===== src/sv/assert_macros.svh =====
// Assertion helpers, clocked on i_clk and disabled while i_rst_n is low
`ifndef ASSERT_MACROS_SVH
`define ASSERT_MACROS_SVH

// Check that cons holds in the same cycle as ante
`define CAD_ASSERT_IMPL(lbl, ante, cons, msg) \
    lbl: assert property (@(posedge i_clk) disable iff (!i_rst_n) (ante) |-> (cons)) \
        else $error(msg);

// Check that cons holds in the cycle after ante
`define CAD_ASSERT_NEXT(lbl, ante, cons, msg) \
    lbl: assert property (@(posedge i_clk) disable iff (!i_rst_n) (ante) |=> (cons)) \
        else $error(msg);

`endif


===== src/sv/cad_pkg.sv =====
package cad_pkg;

    localparam int DEPTH_DEF      = 128;
    localparam int DATA_WIDTH_DEF = 32;

    localparam int CMD_W    = 3;
    localparam int WORD_W   = 32;
    localparam int STATUS_W = 2;
    localparam int CAP_W    = 8;

    typedef enum logic [CMD_W-1:0] {
        CMD_PUSH_FRONT = 3'd0,
        CMD_PUSH_REAR  = 3'd1,
        CMD_POP_FRONT  = 3'd2,
        CMD_POP_REAR   = 3'd3,
        CMD_PEEK       = 3'd4
    } t_cmd;

    typedef enum logic [STATUS_W-1:0] {
        STATUS_OK        = 2'd0,
        STATUS_OVERFLOW  = 2'd1,
        STATUS_UNDERFLOW = 2'd2
    } t_status;

    typedef enum logic [1:0] {
        ST_IDLE,
        ST_READ,
        ST_DONE
    } t_state;

endpackage


===== src/sv/cad_ram.sv =====
module cad_ram #(
    parameter int DEPTH      = cad_pkg::DEPTH_DEF,
    parameter int DATA_WIDTH = cad_pkg::DATA_WIDTH_DEF
) (
    input  logic                         i_clk,
    input  logic                         i_we,
    input  logic [$clog2(DEPTH)-1:0]     i_waddr,
    input  logic [DATA_WIDTH-1:0]        i_wdata,
    input  logic                         i_re,
    input  logic [$clog2(DEPTH)-1:0]     i_raddr_a,
    input  logic [$clog2(DEPTH)-1:0]     i_raddr_b,
    output logic [DATA_WIDTH-1:0]        o_rdata_a,
    output logic [DATA_WIDTH-1:0]        o_rdata_b
);

    logic [DATA_WIDTH-1:0] r_mem [DEPTH];
    logic [DATA_WIDTH-1:0] r_rdata_a;
    logic [DATA_WIDTH-1:0] r_rdata_b;

    always_ff @(posedge i_clk) begin
        if (i_we) begin
            r_mem[i_waddr] <= i_wdata;
        end
    end

    always_ff @(posedge i_clk) begin
        if (i_re) begin
            r_rdata_a <= r_mem[i_raddr_a];
            r_rdata_b <= r_mem[i_raddr_b];
        end
    end

    assign o_rdata_a = r_rdata_a;
    assign o_rdata_b = r_rdata_b;

endmodule


===== config.mk =====
export PLATFORM = sky130hd
export DESIGN_NAME = cad_ram
export DESIGN_NICKNAME = d
export VERILOG_FILES = /design/src/sv/assert_macros.svh /design/src/sv/cad_pkg.sv /design/src/sv/cad_ram.sv
export SDC_FILE = /design/constraint.sdc
export NUM_CORES = 2
export LEC_CHECK = 0
export BUFFER_PORTS_ARGS = -buffer_cell sky130_fd_sc_hd__buf_2
export CAP_MARGIN = 20
export CELL_PAD_IN_SITES_DETAIL_PLACEMENT = 0
export CELL_PAD_IN_SITES_GLOBAL_PLACEMENT = 2
export CORE_MARGIN = 2
export CORE_UTILIZATION = 50
export DETAILED_ROUTE_END_ITERATION = 16
export PLACE_DENSITY_LB_ADDON = 0.05
export SLEW_MARGIN = 20
export SYNTH_ARGS = -nofsm -noshare
export SYNTH_HDL_FRONTEND = slang
export SYNTH_SLANG_ARGS = --single-unit

===== constraint.sdc =====
create_clock -name i_clk -period 5.4 [get_ports i_clk]
set_input_delay 0.54 -clock i_clk [delete_from_list [all_inputs] [get_ports i_clk]]
set_output_delay 0.54 -clock i_clk [all_outputs]
set_load 0.02 [all_outputs]

==> impl_metrics.tcl <==
set metrics [dict create \
    cp_cell_sequence "buf_12 > buf_12 > buf_12 > mux4_2 > mux4_2 > mux4_2 > mux2_2" \
    report.final.slew_viol_count 0 \
    critPathTopFamily "multiplexers" \
    maxCapViolations 0 \
    syn-num-nets 7757 \
    clkLatencyLatePin_ns 0.99 \
    antenna_found_initial 76 \
    vias 101000 \
    htree_levels 5 \
    overflow 0 \
    crit_path_start "i_raddr_b[0]" \
    critPathArrivalTime_ns 4.15 \
    final_antenna_net_count 0 \
    die_area_um2 384000 \
    place_hpwl_um 370000 \
    cp.required_ns 6.13 \
    syn_area_um2 189000 \
    pwr-share-comb_pct 8.3 \
    rsz0062_at_grt "no" \
    skew_ns 0.0255 \
    gp_congestion 0.833 \
    start_util_pct 50.1 \
    cts_max_path_buffers 4 \
    post_cts_buffers 0 \
    setup_viol 0 \
    dp_worst_setup_slack_ns 0.981 \
    tightest_slew_ns 1.23 \
    clk_pin_slew_worst_paths_ns 0.06 \
    tritoncts "yes" \
    crit_cells 7 \
    pin_count 120 \
    timing.critical_path.slowest_cell_delay_ns 0.73 \
    finalWorstSetupSlack_ns 1.98 \
    grt_pass1_vias 101000 \
    cp_num_buf_inv 3 \
    p_total_uw 72200 \
    drc 0 \
    cts_made_buffers 445 \
    cp-end-kind "register" \
    powerDensity_nw_per_um2 335 \
    ys_seq_area_share_pct 66.0 \
    viasPerCell 7.36 \
    synth_seq_cells 4160 \
    post_drt_wl_per_cell_um 46.4 \
    clock.fmax_mhz 292 \
    slowest_stage "mux4_2" \
    criticalPathCategory "in -> reg" \
    clock-sinks 4160 \
    met1_usage_pct 47.8 \
    crit_end "o_rdata_b[28]" \
    p_sw_share_pct 22.7 \
    hold_class "in -> reg" \
    drt_iter0_drc 16200 \
    ctsResizeCount 0 \
    reg2reg_from "r_mem[23][28]" \
    grt-busiest-layer "met2" \
    routed_wl_um 639000 \
    avgSynthCellArea_um2 24.6 \
    cp_max_fo 61 \
    ys_warn_count 0 \
    grt_util_all_layers_pct 33.5 \
    syn_inst 7701 \
    finalCoreUtilization_pct 57.0 \
    die_w_um 619 \
    cts_root_buf "clkbuf_16" \
    area_growth_pct 13.8 \
    net-switching-power_uw 16400 \
    finalCriticalPeriod_ns 3.42 \
    nets 8250 \
    ir_drop_mv 0.314 \
    numPortBuffers 119 \
    fin_crit_sh_pct 63.4 \
    use_met2_pct 51.4 \
    place_area_um2 201000 \
    reg2reg_depth 4 \
    crit_path_start_kind "input pin" \
    yosysUniqueCellTypes 16 \
    relSlewSlack_pct 17.7 \
    clkPwrFrac_pct 41.8 \
    reg2reg_to "o_rdata_b[28]" \
    hold_viol_final 0 \
    grt_max_degree 117 \
    rrSetupSlack_ns 2.56 \
    grt_pass1_wl_um 864000 \
    drtPass1Iterations 6 \
    fin_area_um2 216000 \
    hold_buffers 27 \
    drive_gt1_share_pct 48.1 \
    die_h_um 619 \
    met3_usage_pct 6.45 \
    power_leakage_uw 0.0658 \
    p_int_uw 55800 \
    setup_tns_ns 0 \
    row_count 226 \
    core_um2 378000 \
    p_seq_share_pct 49.9 \
    status "complete, no violations" \
]
==> synthesized netlist by cell type <==
cell      count  area [um2]
buf_1       132         495
buf_2       103         515
buf_4        17         128
buf_6         2        22.5
clkbuf_1    365        1370
edfxtp_1   4160      125000
mux2_2       64         721
mux4_2     2688       60500
nand2_1      14        52.6
nand2b_1      2        12.5
nand3_1      12        60.1
nand4_1       3        18.8
nor2_1      122         458
nor2b_1       7        43.8
nor3_1        9        45.0
or3_1         1        6.26
==> flip-flops by register name, summed over array words and instances (netlist names) <==
register   cells
r_mem       4096
o_rdata_a     32
o_rdata_b     32
==> cell type report <==
| cell class | count | area [um2] |
|---|---|---|
| clock inverters | 265 | 2400 |
| well taps | 5016 | 6280 |
| multi-input cells | 2922 | 62900 |
| repair buffers | 665 | 6890 |
| fillers | 27200 | 162000 |
| clock buffers | 551 | 11800 |
| diodes | 175 | 438 |
| flip-flops and latches | 4160 | 125000 |
==> cell usage in the layout, fill, tap and decap left out, types with 3 or more instances in the layout <==
master and n:
clkinv_1 117, nor2b_1 7, clkinv_8 5, mux4_2 2688, clkinv_4 3, diode_2 175
nor2_1 3, mux2_2 64, nand2_1 14, clkbuf_1 95, nor2_4 119, clkbuf_16 456
edfxtp_1 4160, dlygate4sd3_1 27, clkinv_2 78, nand4_1 3, buf_6 5, buf_2 74
clkinvlp_4 10, bufinv_16 44, buf_4 398, buf_12 152, nand3_1 12, buf_8 6
inv_6 8, nor3_2 9
==> metal layers <==
metal | routed length (um) | up-vias
li1 | - | 36600
met1 | 244000 | 57300
met2 | 303000 | 6333
met3 | 64600 | 1044
met4 | 27200 | 20
met5 | 120 | -
==> worst min-delay path by stage <==
stage | from | end | slack, ns | depth (start not counted)
final | i_wdata[22] | r_mem[81][22] | 0.06 | 1
after global routing | i_wdata[22] | r_mem[85][22] | 0.06 | 1
after CTS | i_wdata[22] | r_mem[84][22] | 0.003 | 1
after detailed placement | i_wdata[30] | r_mem[71][30] | 0.82 | 1
after global placement | i_wdata[30] | r_mem[66][30] | 0.81 | 1
after floorplan | i_wdata[0] | r_mem[0][0] | 0.64 | 0
==> logic make-up (layout without fill, tap and decap cells) <==
family / after synthesis / in the layout / share of synthesized area [%]
other cells: 0 / 175 / 0
buf+inv: 619 / 1481 / 1.34
mux: 2752 / 2752 / 32.3
simple gates: 170 / 170 / 0.368
flops: 4160 / 4160 / 66.0
==> per-stage QoR <==
step / hold WS [ns] / std cells
2_1_floorplan: 0.639 / 7701
3_3_place_gp: 0.812 / 12700
3_5_place_dp: 0.816 / 12700
4_1_cts: 0.00281 / 13600
5_1_grt: 0.0622 / 13700
6_report: 0.0645 / 13800
==> power groups by stage <==
stage / logic, uW / registers (uW) / clock network [uW]
floorplan: 3360 / 36600 / 0
global route: 6210 / 36000 / 31700
CTS: 5960 / 36000 / 30500
detailed placement: 5940 / 36700 / 0
finish: 5990 / 36000 / 30200
global placement: 5880 / 36700 / 0
(Power assumes the default switching activity.)
